`config.mk`:
```
export PLATFORM = sky130hd
export DESIGN_NAME = workload_table_state_engine
export DESIGN_NICKNAME = d
export VERILOG_FILES = /design/src/rtl/core/wtse_pkg.sv /design/src/rtl/core/workload_table_state_engine.sv
export SDC_FILE = /design/constraint.sdc
export NUM_CORES = 1
export LEC_CHECK = 0
export BUFFER_PORTS_ARGS = -buffer_cell sky130_fd_sc_hd__buf_2
export CORE_MARGIN = 4
export CORE_UTILIZATION = 45
export CTS_CLUSTER_DIAMETER = 120
export DETAILED_ROUTE_END_ITERATION = 10
export SETUP_SLACK_MARGIN = 0.5
export SLEW_MARGIN = 20
export SYNTH_ARGS = -nofsm -noshare
export SYNTH_HDL_FRONTEND = slang
export SYNTH_SLANG_ARGS = --single-unit
```
`constraint.sdc`:
```
create_clock -name i_clk -period 5.1 [get_ports i_clk]
set_input_delay 1.02 -clock i_clk [delete_from_list [all_inputs] [get_ports i_clk]]
set_output_delay 1.02 -clock i_clk [all_outputs]
set_load 0.01 [all_outputs]
```
`src/rtl/core/wtse_pkg.sv`:
```
// ----------------------------------------------------------------------------
// wtse_pkg
// types and codes shared by the workload table state engine
// ----------------------------------------------------------------------------
package wtse_pkg;

    typedef enum logic [3:0] {
        OP_ALLOC         = 4'd0,
        OP_ADD_END       = 4'd1,
        OP_REM_BEGIN     = 4'd2,
        OP_REM_END       = 4'd3,
        OP_SCHED_BEGIN   = 4'd4,
        OP_SCHED_END     = 4'd5,
        OP_UNSCHED_BEGIN = 4'd6,
        OP_UNSCHED_END   = 4'd7,
        OP_SIGNAL        = 4'd8,
        OP_QUERY         = 4'd9,
        OP_TRY_WAIT      = 4'd10
    } t_op;

    localparam logic [3:0] ST_FREE         = 4'd0;
    localparam logic [3:0] ST_ADDING       = 4'd1;
    localparam logic [3:0] ST_REMOVING     = 4'd2;
    localparam logic [3:0] ST_SCHEDULING   = 4'd3;
    localparam logic [3:0] ST_READY        = 4'd4;
    localparam logic [3:0] ST_RUNNING      = 4'd5;
    localparam logic [3:0] ST_WAITING      = 4'd6;
    localparam logic [3:0] ST_UNSCHEDULING = 4'd7;
    localparam logic [3:0] ST_FINISHED     = 4'd8;

    localparam logic [2:0] RC_OK    = 3'd0;
    localparam logic [2:0] RC_PARAM = 3'd1;
    localparam logic [2:0] RC_STATE = 3'd2;
    localparam logic [2:0] RC_LIMIT = 3'd3;
    localparam logic [2:0] RC_BUSY  = 3'd4;

    localparam logic [2:0] QK_INIT     = 3'd0;
    localparam logic [2:0] QK_READY    = 3'd1;
    localparam logic [2:0] QK_WAITING  = 3'd2;
    localparam logic [2:0] QK_RUNNING  = 3'd3;
    localparam logic [2:0] QK_FINISHED = 3'd4;
    localparam logic [2:0] QK_SIGNAL   = 3'd5;

    typedef enum logic [2:0] {
        S_IDLE,
        S_READ,
        S_ALLOC,
        S_SCAN,
        S_DONE
    } t_fsm;

    typedef struct packed {
        logic [3:0] operation;
        logic [7:0] slot_id;
        logic       cancel;
        logic [7:0] priority_req;
        logic [2:0] query_kind;
    } t_cmd;

    typedef struct packed {
        logic [2:0]  status;
        logic [7:0]  given_id;
        logic        query_answer;
        logic        blk_ready;
        logic        blk_waiting;
        logic [7:0]  block_top_priority;
        logic [31:0] access_count;
    } t_result;

endpackage

```
`src/rtl/core/workload_table_state_engine.sv`:
```
// ----------------------------------------------------------------------------
// workload_table_state_engine
// slot table with guarded state transitions, allocation and block rescans
// ----------------------------------------------------------------------------
// One command at a time. busy rises on the cycle after start and the result
// appears with o_done for one cycle. A plain transition, query or try-wait
// passes through S_READ (decode of the slot) and S_DONE before the result.
// Allocation walks the slot memory one slot a cycle from slot 1 of block 0.
// A rescan walks the block's slots through the one memory read port in
// S_SCAN before S_DONE. The slot memory holds a power-of-two row per block
// and is cleared by a pass of one cycle per entry after reset with busy held
// high. The receiver cannot stall: o_done is one cycle wide.
module workload_table_state_engine #(
    parameter int NUM_BLOCKS      = 4,
    parameter int SLOTS_PER_BLOCK = 16
) (
    input  logic                 i_clk,
    input  logic                 i_rst_n,
    input  logic                 start,
    output logic                 busy,
    input  wtse_pkg::t_cmd       i_cmd,
    output logic                 o_done,
    output wtse_pkg::t_result    o_result
);
    localparam int TOTAL = NUM_BLOCKS * SLOTS_PER_BLOCK;
    localparam int SW    = (SLOTS_PER_BLOCK > 1) ? $clog2(SLOTS_PER_BLOCK) : 1;
    localparam int BW    = (NUM_BLOCKS > 1) ? $clog2(NUM_BLOCKS) : 1;
    localparam int DEPTH = NUM_BLOCKS * (1 << SW);
    localparam int AW    = $clog2(DEPTH);
    // reciprocal of the block size, exact for every 8-bit id
    localparam int RECIP = (65536 + SLOTS_PER_BLOCK - 1) / SLOTS_PER_BLOCK;
    localparam logic [AW-1:0] LAST_ADDR =
        AW'(((NUM_BLOCKS - 1) << SW) + SLOTS_PER_BLOCK - 1);

    function automatic logic [7:0] blk_of(input logic [7:0] id);
        logic [23:0] prod;
        prod = 24'(id) * 24'(RECIP);
        return prod[23:16];
    endfunction

    // slot memory: {signal, priority, state}
    logic [12:0] mem [DEPTH];
    logic [12:0] r_rd;
    logic [AW-1:0] rd_addr;
    logic          wr_en;
    logic [AW-1:0] wr_addr;
    logic [12:0]   wr_data;

    always_ff @(posedge i_clk) begin
        if (wr_en) begin
            mem[wr_addr] <= wr_data;
        end
        r_rd <= mem[rd_addr];
    end

    logic [NUM_BLOCKS-1:0] r_rdy, n_rdy, r_wt, n_wt;
    logic [7:0]  r_top [NUM_BLOCKS];
    logic [7:0]  n_top_w;
    logic        top_we;
    logic [31:0] r_acc, n_acc;

    wtse_pkg::t_fsm r_fsm, n_fsm;
    wtse_pkg::t_cmd r_cmd, n_cmd;
    logic          r_clr, n_clr;
    logic [AW:0]   r_ptr, n_ptr;      // walk pointer
    logic [AW:0]   r_lag, n_lag;      // address of data now in r_rd
    logic          r_scan_rdy, n_scan_rdy, r_scan_wt, n_scan_wt;
    logic [7:0]    r_scan_top, n_scan_top;
    logic [BW-1:0] r_blk, n_blk;
    logic          r_touch, n_touch;
    logic [2:0]    r_st, n_st;
    logic [7:0]    r_given, n_given;
    logic          r_ans, n_ans;
    logic          r_first, n_first;
    logic          r_done, n_done;

    logic [7:0]    cmd_blk8, cmd_slot8;
    logic [AW-1:0] cmd_addr;
    logic [7:0]    id_blk8, id_slot8;
    logic [AW-1:0] id_addr;
    logic          id_ok;
    logic [3:0]    rd_st;
    logic [AW:0]   scan_last;

    // memory row of a slot id: {block, slot index}
    assign cmd_blk8  = blk_of(i_cmd.slot_id);
    assign cmd_slot8 = i_cmd.slot_id - cmd_blk8 * 8'(SLOTS_PER_BLOCK);
    assign cmd_addr  = AW'({BW'(cmd_blk8), SW'(cmd_slot8)});
    assign id_blk8   = blk_of(r_cmd.slot_id);
    assign id_slot8  = r_cmd.slot_id - id_blk8 * 8'(SLOTS_PER_BLOCK);
    assign id_addr   = AW'({BW'(id_blk8), SW'(id_slot8)});
    assign id_ok   = (32'(r_cmd.slot_id) < 32'(TOTAL))
                  && (id_slot8 != '0);
    assign rd_st   = r_rd[3:0];
    assign scan_last = (AW+1)'({r_blk, {SW{1'b0}}}) + (AW+1)'(SLOTS_PER_BLOCK - 1);

    always_ff @(posedge i_clk) begin
        if (!i_rst_n) begin
            r_fsm <= wtse_pkg::S_IDLE;
            r_clr <= 1'b1;
            r_ptr <= '0;
            r_rdy <= '0;
            r_wt  <= '0;
            r_acc <= '0;
            r_done <= 1'b0;
        end else begin
            r_fsm <= n_fsm;
            r_clr <= n_clr;
            r_ptr <= n_ptr;
            r_rdy <= n_rdy;
            r_wt  <= n_wt;
            r_acc <= n_acc;
            r_done <= n_done;
        end
    end

    // top priority has its own reset so that untouched blocks read zero
    always_ff @(posedge i_clk) begin
        for (int b = 0; b < NUM_BLOCKS; b++) begin
            if (!i_rst_n) begin
                r_top[b] <= '0;
            end else if (top_we && r_blk == BW'(b)) begin
                r_top[b] <= n_top_w;
            end
        end
    end

    always_ff @(posedge i_clk) begin
        r_cmd      <= n_cmd;
        r_lag      <= n_lag;
        r_scan_rdy <= n_scan_rdy;
        r_scan_wt  <= n_scan_wt;
        r_scan_top <= n_scan_top;
        r_blk      <= n_blk;
        r_touch    <= n_touch;
        r_st       <= n_st;
        r_given    <= n_given;
        r_ans      <= n_ans;
        r_first    <= n_first;
    end

    always_comb begin
        n_fsm = r_fsm; n_clr = r_clr; n_ptr = r_ptr; n_rdy = r_rdy; n_wt = r_wt;
        n_acc = r_acc; n_cmd = r_cmd; n_lag = r_ptr; n_scan_rdy = r_scan_rdy;
        n_scan_wt = r_scan_wt; n_scan_top = r_scan_top; n_blk = r_blk;
        n_touch = r_touch; n_st = r_st; n_given = r_given; n_ans = r_ans;
        n_first = 1'b0; n_done = 1'b0;
        top_we = 1'b0; n_top_w = r_scan_top;
        rd_addr = r_ptr[AW-1:0];
        wr_en = 1'b0; wr_addr = r_ptr[AW-1:0]; wr_data = '0;

        unique case (r_fsm)
            wtse_pkg::S_IDLE: begin
                if (r_clr) begin
                    wr_en = 1'b1;
                    n_ptr = r_ptr + 1'b1;
                    if (r_ptr == (AW+1)'(DEPTH - 1)) begin
                        n_clr = 1'b0;
                        n_ptr = '0;
                    end
                end else if (start) begin
                    n_cmd = i_cmd;
                    n_st = wtse_pkg::RC_OK; n_given = '0; n_ans = 1'b0;
                    n_touch = 1'b0;
                    // slot read issued now, data ready in S_READ
                    rd_addr = cmd_addr;
                    if (i_cmd.operation == wtse_pkg::OP_ALLOC) begin
                        n_ptr = (AW+1)'(1);
                        n_fsm = wtse_pkg::S_ALLOC;
                        n_first = 1'b1;
                    end else begin
                        n_ptr = (AW+1)'(cmd_addr);
                        n_fsm = wtse_pkg::S_READ;
                    end
                end
            end
            wtse_pkg::S_READ: begin
                // r_rd now holds the slot (issued last cycle)
                n_fsm = wtse_pkg::S_DONE;
                n_blk = BW'(id_blk8);
                if (r_cmd.operation > wtse_pkg::OP_TRY_WAIT || !id_ok) begin
                    n_st = wtse_pkg::RC_PARAM;
                end else begin
                    n_touch = 1'b1;
                    wr_addr = id_addr;
                    wr_data = r_rd;
                    unique case (r_cmd.operation)
                        wtse_pkg::OP_ADD_END: begin
                            if (rd_st != wtse_pkg::ST_ADDING) n_st = wtse_pkg::RC_STATE;
                            else begin
                                wr_en = 1'b1;
                                wr_data[3:0] = r_cmd.cancel ? wtse_pkg::ST_FREE
                                                            : wtse_pkg::ST_FINISHED;
                            end
                        end
                        wtse_pkg::OP_REM_BEGIN: begin
                            if (rd_st != wtse_pkg::ST_FINISHED) n_st = wtse_pkg::RC_STATE;
                            else begin
                                wr_en = 1'b1; wr_data[3:0] = wtse_pkg::ST_REMOVING;
                            end
                        end
                        wtse_pkg::OP_REM_END: begin
                            if (rd_st != wtse_pkg::ST_REMOVING) n_st = wtse_pkg::RC_STATE;
                            else begin
                                wr_en = 1'b1;
                                wr_data[3:0] = r_cmd.cancel ? wtse_pkg::ST_FINISHED
                                                            : wtse_pkg::ST_FREE;
                            end
                        end
                        wtse_pkg::OP_SCHED_BEGIN: begin
                            if (rd_st != wtse_pkg::ST_FINISHED) n_st = wtse_pkg::RC_STATE;
                            else begin
                                wr_en = 1'b1;
                                wr_data = {1'b0, r_cmd.priority_req,
                                           wtse_pkg::ST_SCHEDULING};
                            end
                        end
                        wtse_pkg::OP_SCHED_END: begin
                            if (rd_st != wtse_pkg::ST_SCHEDULING) n_st = wtse_pkg::RC_STATE;
                            else begin
                                wr_en = 1'b1;
                                wr_data[3:0] = r_cmd.cancel ? wtse_pkg::ST_FINISHED
                                                            : wtse_pkg::ST_READY;
                                if (!r_cmd.cancel) n_fsm = wtse_pkg::S_SCAN;
                            end
                        end
                        wtse_pkg::OP_UNSCHED_BEGIN: begin
                            if (rd_st == wtse_pkg::ST_READY || rd_st == wtse_pkg::ST_RUNNING
                                || rd_st == wtse_pkg::ST_WAITING) begin
                                wr_en = 1'b1; wr_data[3:0] = wtse_pkg::ST_UNSCHEDULING;
                            end else n_st = wtse_pkg::RC_STATE;
                        end
                        wtse_pkg::OP_UNSCHED_END: begin
                            if (rd_st != wtse_pkg::ST_UNSCHEDULING) n_st = wtse_pkg::RC_STATE;
                            else begin
                                wr_en = 1'b1; wr_data[3:0] = wtse_pkg::ST_FINISHED;
                                n_fsm = wtse_pkg::S_SCAN;
                            end
                        end
                        wtse_pkg::OP_SIGNAL: begin
                            if (rd_st == wtse_pkg::ST_FREE) n_st = wtse_pkg::RC_STATE;
                            else begin
                                wr_en = 1'b1; wr_data[12] = 1'b1;
                                n_fsm = wtse_pkg::S_SCAN;
                            end
                        end
                        wtse_pkg::OP_QUERY: begin
                            unique case (r_cmd.query_kind)
                                wtse_pkg::QK_INIT:     n_ans = rd_st != wtse_pkg::ST_FREE;
                                wtse_pkg::QK_READY:    n_ans = rd_st == wtse_pkg::ST_READY;
                                wtse_pkg::QK_WAITING:  n_ans = rd_st == wtse_pkg::ST_WAITING;
                                wtse_pkg::QK_RUNNING:  n_ans = rd_st == wtse_pkg::ST_RUNNING;
                                wtse_pkg::QK_FINISHED: n_ans = rd_st == wtse_pkg::ST_FINISHED;
                                wtse_pkg::QK_SIGNAL:   n_ans = r_rd[12];
                                default:               n_ans = 1'b0;
                            endcase
                        end
                        default: begin
                            if (rd_st == wtse_pkg::ST_FINISHED) n_st = wtse_pkg::RC_OK;
                            else if (rd_st == wtse_pkg::ST_FREE) n_st = wtse_pkg::RC_STATE;
                            else n_st = wtse_pkg::RC_BUSY;
                        end
                    endcase
                end
                if (n_fsm == wtse_pkg::S_SCAN) begin
                    n_ptr = (AW+1)'({BW'(id_blk8), {SW{1'b0}}}) + 1'b1;
                    n_scan_rdy = 1'b0; n_scan_wt = 1'b0; n_scan_top = '0;
                    n_first = 1'b1;
                end
            end
            wtse_pkg::S_ALLOC: begin
                // address r_lag has its data in r_rd unless first cycle
                rd_addr = r_ptr[AW-1:0];
                n_ptr = r_ptr + 1'b1;
                // last slot of a block: skip to slot 1 of the next block
                if (r_ptr[SW-1:0] == SW'(SLOTS_PER_BLOCK - 1))
                    n_ptr = r_ptr + (AW+1)'((1 << SW) - SLOTS_PER_BLOCK + 2);
                if (!r_first && rd_st == wtse_pkg::ST_FREE) begin
                    wr_en = 1'b1;
                    wr_addr = r_lag[AW-1:0];
                    wr_data = r_rd;
                    wr_data[3:0] = wtse_pkg::ST_ADDING;
                    n_given = 8'(int'(r_lag >> SW) * SLOTS_PER_BLOCK
                                 + int'(r_lag[SW-1:0]));
                    n_blk = BW'(r_lag >> SW);
                    n_touch = 1'b1;
                    n_fsm = wtse_pkg::S_DONE;
                end else if (!r_first && r_lag[AW-1:0] == LAST_ADDR) begin
                    n_st = wtse_pkg::RC_LIMIT;
                    n_fsm = wtse_pkg::S_DONE;
                end
            end
            wtse_pkg::S_SCAN: begin
                rd_addr = r_ptr[AW-1:0];
                n_ptr = r_ptr + 1'b1;
                if (!r_first) begin
                    if (rd_st == wtse_pkg::ST_READY) begin
                        n_scan_rdy = 1'b1;
                        if (r_rd[11:4] > r_scan_top) n_scan_top = r_rd[11:4];
                    end else if (rd_st == wtse_pkg::ST_WAITING) begin
                        n_scan_wt = 1'b1;
                    end
                    if (r_lag == scan_last) begin
                        n_rdy[r_blk] = n_scan_rdy;
                        n_wt[r_blk]  = n_scan_wt;
                        top_we = 1'b1;
                        n_top_w = n_scan_top;
                        n_acc = r_acc + 32'd1;
                        n_fsm = wtse_pkg::S_DONE;
                    end
                end
            end
            wtse_pkg::S_DONE: begin
                n_done = 1'b1;
                n_fsm = wtse_pkg::S_IDLE;
            end
            default: n_fsm = wtse_pkg::S_IDLE;
        endcase
    end

    assign busy   = r_clr || (r_fsm != wtse_pkg::S_IDLE);
    assign o_done = r_done;
    always_comb begin
        o_result = '0;
        o_result.status       = r_st;
        o_result.given_id     = r_given;
        o_result.query_answer = r_ans;
        o_result.access_count = r_acc;
        if (r_touch) begin
            o_result.blk_ready          = r_rdy[r_blk];
            o_result.blk_waiting        = r_wt[r_blk];
            o_result.block_top_priority = r_top[r_blk];
        end
    end

`ifndef NO_ASSERTIONS
    a_done_pulse: assert property (@(posedge i_clk) disable iff (!i_rst_n)
        o_done |=> !o_done) else $error("done held two cycles");
    a_busy_no_done: assert property (@(posedge i_clk) disable iff (!i_rst_n)
        o_done |-> !busy) else $error("done while busy");
    a_acc_step: assert property (@(posedge i_clk) disable iff (!i_rst_n)
        r_acc != $past(r_acc) |-> r_acc == $past(r_acc) + 32'd1)
        else $error("access count jumped");
    a_limit_no_id: assert property (@(posedge i_clk) disable iff (!i_rst_n)
        o_done && o_result.status == wtse_pkg::RC_LIMIT |-> o_result.given_id == 8'd0)
        else $error("limit with id");
`endif
endmodule
```
* After elaboration in Yosys (flattened, before gate mapping)
Memories as Yosys holds them, arrays and structs flattened. A register that Yosys moved wholly into a read port is not among the register bits. Index checks and enable logic that the tools add are counted. Widths: inputs -> output; s select.
Storage, ports and cells: register bits after elaboration 109, latch bits 0, RAM bits 864, ROM bits 0, output and inout bits 56, memories kept 2
Cells by class: add/sub/neg operators 8, multipliers 0, divide/modulo/power cells 0, order comparisons 5, eq/ne operators 55, shifts and indexed selects 0, muxes and demuxes 148, bitwise logic cells 6, reductions and logical operators 39
Memory list:
- mem | depth 64, bits a word 13, rd ports 1, clocked after memory_dff 1, wr ports 1, line workload_table_state_engine.sv:42 | logic [12:0] mem [DEPTH];
- r_top | depth 4, bits a word 8, rd ports 1, clocked after memory_dff 1, wr ports 4, line workload_table_state_engine.sv:57 | logic [7:0] r_top [NUM_BLOCKS];
Operators with widths (number):
- $mux 8 | 15
- $mux 3 | 26
- $mux 1 | 55
- $mux 13 | 3
- $mux 4 | 9
- $mux 6 | 6
- $mux 7 | 5
- $add 32x1->32 const B | 1
- $ne 4x4->1 const B | 8
- $pmux 8 s2 | 2
- $eq 4x3->1 const B | 7
- $pmux 4 s7 | 1
- $pmux 7 s4 | 1
- $pmux 13 s2 | 1
- $pmux 3 s8 | 1
- $ne 2x2->1 const B | 9
- $pmux 3 s3 | 2
- $eq 4x4->1 const B | 4
- $eq 3x2->1 const B | 5
- $reduce_and 5->1 | 3
- $reduce_and 13->1 | 1
- $pmux 3 s4 | 1
- $pmux 6 s2 | 1
- $reduce_and 3->1 | 4
- other kinds (51) | 90

* Logic depth before layout (Yosys ltp)
Gate-level depths: netlist (run 1).
depth in word-level cells 10, mapped depth 12, depth with buffers taken out 9

* Least setup slack after synthesis (run 1)
No wires, ideal clock.
path kind register to register, from reg r_rd[1] (read register of mem), to mem mem[0][0] (data pin), library setup time 702 ps, data arrival time 4025 ps, required time 4398 ps, path slack 374 ps, cell stages (with the launch flop) 8, cell sequence dfxtp_1 > buf_2 > clkbuf_1 > nor4b_1 > nand4b_1 > o31ai_1 > o21ai_0 > o21ai_0
Between the ends: longest elaborated chain between the ends 7, elaborated cells on any way between the ends 23
Ends and longest elaborated chain:
- start: declaration | line workload_table_state_engine.sv:43 | logic [12:0] r_rd;
- $eq 4x3->1 | line workload_table_state_engine.sv:228 | if (rd_st == wtse_pkg::ST_READY || rd_st == wtse_pkg::ST_RUNNING
- $logic_or 1x1->1 | line workload_table_state_engine.sv:228
- $logic_or 1x1->1 | line workload_table_state_engine.sv:229 | || rd_st == wtse_pkg::ST_WAITING) begin
- $mux 4 | line workload_table_state_engine.sv:228
- $pmux 4 s7 | line workload_table_state_engine.sv:187 | unique case (r_cmd.operation)
- $mux 13 | line workload_table_state_engine.sv:181 | if (r_cmd.operation > wtse_pkg::OP_TRY_WAIT || !id_ok) begin
- $pmux 13 s2 * | line workload_table_state_engine.sv:152 | unique case (r_fsm)
- net wr_data[0] | line workload_table_state_engine.sv:47 | logic [12:0] wr_data;
- end: declaration | line workload_table_state_engine.sv:42
Mark *: on every way through the listed nets, which the timed path passes. The rest lies on a longest branch.

* Final worst setup path (run 1)
from reg r_rd[1] (read register of mem), to mem mem[31][2] (enable)
Between the ends: longest elaborated chain between the ends 9, elaborated cells on any way between the ends 27
Ends and longest elaborated chain:
- $eq 4x3->1 | line workload_table_state_engine.sv:228
- $logic_or 1x1->1 | line workload_table_state_engine.sv:228
- $logic_or 1x1->1 | line workload_table_state_engine.sv:229
- $mux 1 | line workload_table_state_engine.sv:228
- $pmux 1 s7 | line workload_table_state_engine.sv:187
- $mux 1 | line workload_table_state_engine.sv:181
- $pmux 1 s3 | line workload_table_state_engine.sv:152
- $mux 1 | line workload_table_state_engine.sv:50 | if (wr_en) begin
- $mux 1 (implied by the code) | line workload_table_state_engine.sv:51 | mem[wr_addr] <= wr_data;
Parallel ways exist; a longest one is shown, timed or not.

==> run summary, run 1 <==
status: complete, no violations
Post-synth EDFFs: 912
Post-Place Setup Slack: 0.464 ns
TNS Setup: 0 ns
CORE AREA: 0.0901 sq mm
max incr delay on CP: 0.86 ns
Hold Buf Count CTS: 0
Worst Setup SP: r_rd[1]$_DFF_P_
reg2reg start: r_rd[1]$_DFF_P_
global-route wire length before repair: 171 mm
worst setup margin: 0.815 ns
antenna violations before repair: 1
via/cell ratio: 6.10
Finished Layout Cells: 4441
cell family with most CP delay: compound AO/OA/AOI/OAI gates
die area: 0.0959 sq mm
WS Path Type: reg2reg
Placer Congestion: 0.918
CTS tree: yes
Slew Viols, Final: 0
unrepaired setup endpoints after global routing: false
Sink Count: 987
Synth cell types: 87
area delta synth->final: 13.6%
Total Power: 16.7 mW
drt wl/cell: 26.0 microns
largest fanout on the critical path: 16
pwr dens: 358 mW/mm^2
min-delay src: n_lag[6]$_SDFFE_PN0P_
Relative slew margins: 24.2%
Hold Vio Cnt, Final: 0
H-tree depth: 3
worst-case clock buffer depth: 3
CTS resizes: 0
GRT Overall Usage: 23.7%
# DRC: 0
WHS: 0.397 ns
cell area after synthesis: 0.0410 sq mm
Inst Count DP: 4251
ANT nets after route: 0
fin nets: 3219
IO Port Bufs: 81
Startpoint Class: flip-flop
Clk pin slew, worst setup/hold paths: 0.06 ns
IO Count: 83
iteration count of the initial detailed-routing pass: 6
clk root buf: clkbuf_16
layout cells sized above 1: 13.4%
Mean Syn Cell Area: 13.4 sq um
LEAKAGE: 14.8 nW
Peak supply drop: 0.260 mV
post-route cell area: 0.0465 sq mm
post-detail-place hpwl: 70.9 mm
ant diodes: 0
CTS buffer count: 103
Worst Tran Pin Value: 1.13 ns
share of flip-flops with an asynchronous set or reset: 0%
CP Cell Sequence: inv_1 > nor4b_1 > a21oi_1 > or3_1 > a31oi_1 > o211ai_1 > nor2_1 > buf_4
min-delay worst type: reg2reg
Core Util, Final: 51.6%
sequential share of the synthesized area: 70.5%
gr ovfl total: 0
crit path DAT: 4.63 ns
max-cap violations: 0
Clock Skews: 0.0325 ns
Yosys warning total: 0
initial core utilization: 45.4%
Clock Latency Late Sink: 0.68 ns
Die H: 310 microns
largest net degree at the start of global routing: 188
Crit path buffers/inverters: 2
syn nets: 3103
num rows: 110
final setup violation count: 0
Total Wirelength: 115 mm
Yosys reg bits: 987
DRT iter0 DRCs: 3297
Area after DPL: 0.0434 sq mm
Max Fclk: 233 MHz
Die Span X: 310 microns
critical path's slowest cell: dfxtp_1
vias in the first global route: 26056
Setup Fix Bufs, Post-CTS: 0
Critical Path RT: 5.44 ns
Main synth FF type: edfxtp_1
Crit. End Element: flip-flop
via count: 27107
Tcrit/Tclk final: 84.0%
Final Critical Period: 4.29 ns
post-synthesis cell count: 3065
worst register-to-register path, stage by stage, from the launching register on:
cell	delay [ns]
dfxtp_1	0.86
inv_1	0.21
nor4b_1	0.40
a21oi_1	0.07
or3_1	0.36
a31oi_1	0.82
o211ai_1	0.67
nor2_1	0.26
buf_4	0.29
final timing paths:
path                            depth (start not counted)              endpoint  slack (ns)
worst max register to register                          8  mem[31][2]$_DFFE_PP_        0.81
worst max-delay path                                    8  mem[31][2]$_DFFE_PP_        0.81
worst min-delay path                                    0      r_lag[6]$_DFF_P_        0.40
worst min register to register                          0      r_lag[6]$_DFF_P_        0.40
registers in the layout, indices dropped and copies added, names as in the netlist, 2 cells and up, named ones only:
name / count
r_lag: 7
r_scan_top: 8
r_blk: 2
r_st: 3
r_cmd: 24
r_rdy: 4
r_top: 32
r_rd: 13
r_fsm: 3
r_wt: 4
r_given: 7
n_lag: 7
r_acc: 32
mem: 832
logic make-up after synthesis:
family	count (synthesis)	share of synthesized area, %
xor gates and xnor gates	33	0.706
AOI/OAI and AO/OA	748	11.4
adders and majority gates	11	0.336
muxes	134	3.59
buffers and inverters	249	2.61
DFF	987	70.5
and+or+nand+nor	902	10.8
other	1	0.00916
cell usage after synthesis (9+ instances only):
| cell type | number | area, sq um |
|---|---|---|
| nand2_1 | 228 | 856 |
| and2_1 | 26 | 163 |
| nand3_1 | 284 | 1420 |
| o41ai_1 | 52 | 455 |
| buf_2 | 46 | 230 |
| mux4_2 | 10 | 225 |
| a21boi_0 | 22 | 165 |
| ha_1 | 11 | 138 |
| buf_4 | 12 | 90.1 |
| o21ai_0 | 242 | 1210 |
| nand2b_1 | 13 | 81.3 |
| a31oi_1 | 9 | 56.3 |
| inv_1 | 23 | 86.3 |
| a21oi_1 | 237 | 1190 |
| xor2_1 | 19 | 166 |
| or3_1 | 11 | 68.8 |
| clkbuf_1 | 154 | 578 |
| nand4_1 | 51 | 319 |
| mux2i_1 | 121 | 1210 |
| edfxtp_1 | 912 | 27400 |
| nor2_1 | 165 | 619 |
| and3_1 | 39 | 244 |
| nor3_1 | 16 | 80.1 |
| a32oi_1 | 27 | 236 |
| o211ai_1 | 12 | 90.1 |
| and4_1 | 14 | 123 |
| nor2b_1 | 9 | 56.3 |
| dfxtp_1 | 75 | 1500 |
| a221oi_1 | 29 | 254 |
| a211oi_1 | 32 | 240 |
| a22oi_1 | 17 | 128 |
| xnor2_1 | 14 | 123 |
| a22o_1 | 11 | 96.3 |
layer usage:
| metal | vias to the layer above | GRT usage [%] | part of all wire [%] |
|---|---|---|---|
| met5 | - | 0 | 0.010 |
| met4 | 2 | 9.22 | 3.5 |
| li1 | 12073 | - | - |
| met3 | 172 | 3.67 | 8.3 |
| met2 | 1307 | 37.4 | 46 |
| met1 | 13553 | 33.5 | 42 |
layout by cell type, fill, tap and decap left out, types with 32 or more instances in the layout:
master,instances
a21oi_1,235
nand3_1,283
mux2i_1,121
nand2_1,228
edfxtp_1,912
nor2_1,164
nand4_1,51
dfxtp_1,75
clkbuf_16,103
and3_1,38
o41ai_1,52
o21ai_0,240
buf_2,81
a211oi_1,32
buf_4,140
cell type report:
| type | instances | area [sq um] |
|---|---|---|
| Timing Repair Buffer | 236 | 1770 |
| Inverter | 24 | 90.1 |
| Fill cell | 7489 | 43600 |
| Tap cell | 1176 | 1470 |
| Clock inverter | 53 | 344 |
| Sequential cell | 987 | 28900 |
| Clock buffer | 136 | 2760 |
| Multi-Input combinational cell | 1829 | 11200 |
power by group:
part           internal (mW)  leakage, nW  switching [mW]
clock                   3.87         1.52            3.07
sequential              8.80         7.47           0.122
combinational          0.263         5.81           0.534
total                   12.9         14.8            3.73
Note: power is estimated with default switching activity, not from simulation.
==> run 2, diff against run 1 <==
- ABC_AREA: default -> 1
- clock period: 5.1 -> 3.5 ns (I/O delays scaled with it)
==> run 2 against run 1 <==
Against the previous run: non-clock buffer count increased by 47; critical path depth increased by 8; setup slack got worse by 0.27 ns; area after synthesis increased by 9.1%; wire length increased by 11%.
==> run summary, run 2 <==
status: complete, no violations
Max Fclk: 339 MHz (+45%)
clk root buf: clkbuf_16
Relative slew margins: 54.3% (+30 points)
Clock Skews: 0.0424 ns (+0.00991 ns)
Yosys reg bits: 987 (unchanged)
CP dominant cell by count: nor2_4
final setup violation count: 0 (unchanged)
most frequent cells in the layout: nand2_1, edfxtp_1, inv_1
post-synthesis compound-gate area fraction: 2.72% (-8.7 points)
Worst Tran Pin Value: 0.683 ns (-0.449 ns)
sequential share of the synthesized area: 64.6% (-5.9 points)
Die H: 323 microns (+4.4%)
Largest register FFs: 832 (unchanged)
IO Port Bufs: 81 (unchanged)
most common cell in the netlist: nand2_1
num rows: 115 (+4.5%)
Main synth FF type: edfxtp_1
post-synthesis cell count: 4573 (+49%)
post-route cell area: 0.0514 sq mm (+11%)
ANT nets after route: 0 (unchanged)
Sink Count: 987 (unchanged)
Total Power: 25.6 mW (+54%)
biggest regs: mem x832, r_acc x32, r_top x32
cell area after synthesis: 0.0447 sq mm (+9.1%)
largest family of logic cells by synthesized area: simple AND/OR/NAND/NOR gates
largest fanout on the critical path: 17 (+1)
initial core utilization: 45.4% (about the same)
max incr delay on CP: 0.38 ns (-0.48 ns)
CTS tree: yes
H-tree depth: 3 (unchanged)
worst-case clock buffer depth: 3 (unchanged)
max-cap violations: 0 (unchanged)
Biggest register: mem
critical path's slowest cell: dfxtp_1
GRT Overall Usage: 24.1% (+0.35 points)
pwr dens: 497 mW/mm^2 (+39%)
Yosys warning total: 0 (unchanged)
GR peak layer: met2
multiplexer share of the synthesized area: 0% (-3.6 points)
unrepaired setup endpoints after global routing: true
Startpoint Class: flip-flop
Clock Latency Late Sink: 0.70 ns (+0.02 ns)
layout cells sized above 1: 10.9% (-2.5 points)
via count: 32413 (+20%)
Inst Count DP: 5918 (+39%)
# DRC: 0 (unchanged)
share of flip-flops with an asynchronous set or reset: 0% (unchanged)
Clk pin slew, worst setup/hold paths: 0.06 ns (about the same)
CP Cell Sequence: inv_1 > nor2_4 > inv_2 > nor2_4 > inv_4 > nand2_2 > nand2_2 > clkinv_2 > nand2_4 > a21oi_4 > inv_2 > nor2_4 > nand2_4 > buf_6 > nor2_2 > buf_4
Placer Congestion: 0.911 (-0.71%)
ant diodes: 0 (unchanged)
Hold Vio Cnt, Final: 0 (unchanged)
Final Critical Period: 2.95 ns (-1.33 ns)
Post-synth top cells: nand2_1, edfxtp_1, inv_1
WS Path Type: reg2reg
grt met3 use: 3.70% (+0.025 points)
crit path DAT: 3.36 ns (-1.27 ns)
Synth cell types: 49 (-44%)
Hold Buf Count CTS: 0 (unchanged)
antenna violations before repair: 1 (unchanged)
met1 usage: 32.7% (-0.86 points)
met2 Use GR: 39.5% (+2.2 points)
Die Span X: 323 microns (+4.4%)
Post-synth EDFFs: 912 (unchanged)
iteration count of the initial detailed-routing pass: 6 (unchanged)
global-route wire length before repair: 190 mm (+11%)
TNS Setup: 0 ns (unchanged)
post-synth top area cell: edfxtp_1
share of the synthesized area in the top cell type: 61.3% (-5.6 points)
Tcrit/Tclk final: 84.3% (+0.32 points)
DRT iter0 DRCs: 3324 (+0.82%)
fin nets: 4799 (+49%)
synth top area cells: edfxtp_1, nand3_1, nand2_1, inv_1, dfxtp_1
IO Count: 83 (unchanged)
drt wl/cell: 20.8 microns (-20%)
Crit. End Element: flip-flop
Mean Syn Cell Area: 9.78 sq um (-27%)
post-detail-place hpwl: 77.3 mm (+9.1%)
simple-gate share of the synthesized area: 21.7% (+11 points)
commonest non-fill, non-tap cell in the layout: nand2_1
CORE AREA: 0.0984 sq mm (+9.2%)
area delta synth->final: 15.1%
die area: 0.104 sq mm (+8.9%)
Post-Synth Adder-Cell Area: 0.308% (-0.028 points)
post-synthesis xor/xnor area fraction: 0.509% (-0.20 points)
Area after DPL: 0.0476 sq mm (+9.7%)
syn nets: 4611 (+49%)
via/cell ratio: 5.28 (-14%)
vias in the first global route: 30406 (+17%)
Critical Path RT: 3.91 ns (-1.53 ns)
LEAKAGE: 22.8 nW (+54%)
Slew Viols, Final: 0 (unchanged)
Finished Layout Cells: 6141 (+38%)
min-delay worst type: in2reg
largest net degree at the start of global routing: 117 (-38%)
Total Wirelength: 128 mm (+11%)
gr ovfl total: 0 (unchanged)
CTS buffer count: 106 (+2.9%)
Peak supply drop: 0.411 mV (+58%)
==> run 2: cell types whose count changed after synthesis, moves of 29 or more <==
cell and change:
a21oi_1 -143, o41ai_1 -52, buf_2 +63, clkbuf_1 -110
nand3_1 +576, nand2_1 +871, mux2i_1 -121, a211oi_1 -29
nand4_1 -37, inv_1 +856, and3_1 -39, nor2_1 +36
o21ai_0 -170
==> run 2: area by class of cell <==
cell class                 count  area (sq um)
fill                        8878         47000
sequential                   987         28900
multi-input combinational   2488         11700
inverter                     895          3360
clock buffer                 146          2870
timing repair buffer         283          2560
tap                         1287          1610
clock inverter                55           439
==> run 2: final timing paths <==
kind	start	endpoint	slack, ns	depth (start not counted)
max	r_fsm[1]$_SDFFE_PN0P_	mem[10][7]$_DFFE_PP_	0.55	16
min reg2reg	n_lag[6]$_SDFFE_PN0P_	r_lag[6]$_DFF_P_	0.43	0
max reg2reg	r_fsm[1]$_SDFFE_PN0P_	mem[10][7]$_DFFE_PP_	0.55	16
min	i_cmd[0]	r_cmd[0]$_DFFE_PP_	0.19	1
==> run 2: where the power goes <==
group / leakage [nW] / total [mW] / internal, mW / switching (mW)
Sequential: 7.50 / 12.9 / 12.8 / 0.0875
Clock: 1.62 / 10.7 / 6.05 / 4.66
Combinational: 13.7 / 1.95 / 0.611 / 1.34
Total: 22.8 / 25.6 / 19.5 / 6.09
==> run 2: logic make-up after synthesis <==
family | after synthesis
compound gates | 214
xor+xnor | 26
flops | 987
fa+ha+maj | 11
simple gates | 2236
buf+inv | 1098
other cells | 1
==> run 2: per-stage QoR <==
stage	util, %	hold WS, ns	worst slack (ns)
final	52.3	0.188	0.548
after global placement	48.4	0.424	0.0586
after detailed placement	48.4	0.438	0.0655
after CTS	51.8	0.147	0.456
after global routing	52.3	0.162	0.410
after floorplan	-	0.329	-0.0989
==> run 2: metal layers <==
| layer | part of all wire (%) | wire (microns) | vias to the layer above |
|---|---|---|---|
| li1 | - | - | 15305 |
| met1 | 42 | 53300 | 15613 |
| met2 | 48 | 61100 | 1237 |
| met3 | 6.6 | 8490 | 258 |
| met4 | 3.9 | 4980 | 0 |
| met5 | 0 | 0 | - |
==> run 2: what timing repair did <==
| item | CTS | global route |
|---|---|---|
| setup endpoints to repair | 572 | 844 |
| gates cloned | 2 | 7 |
| pin swaps | 1 | 3 |
| gates resized for setup | 22 | 53 |
| buffers inserted | 1 | 12 |
==> run 2: worst max-delay path, delay by kind of cell (launching register included) <==
| family | cells | cell delay (ns) |
|---|---|---|
| AO/OA/AOI/OAI | 1 | 0.25 |
| AND/OR/NAND/NOR | 8 | 1.09 |
| buffers and inverters | 7 | 0.93 |
| flip-flops | 1 | 0.38 |
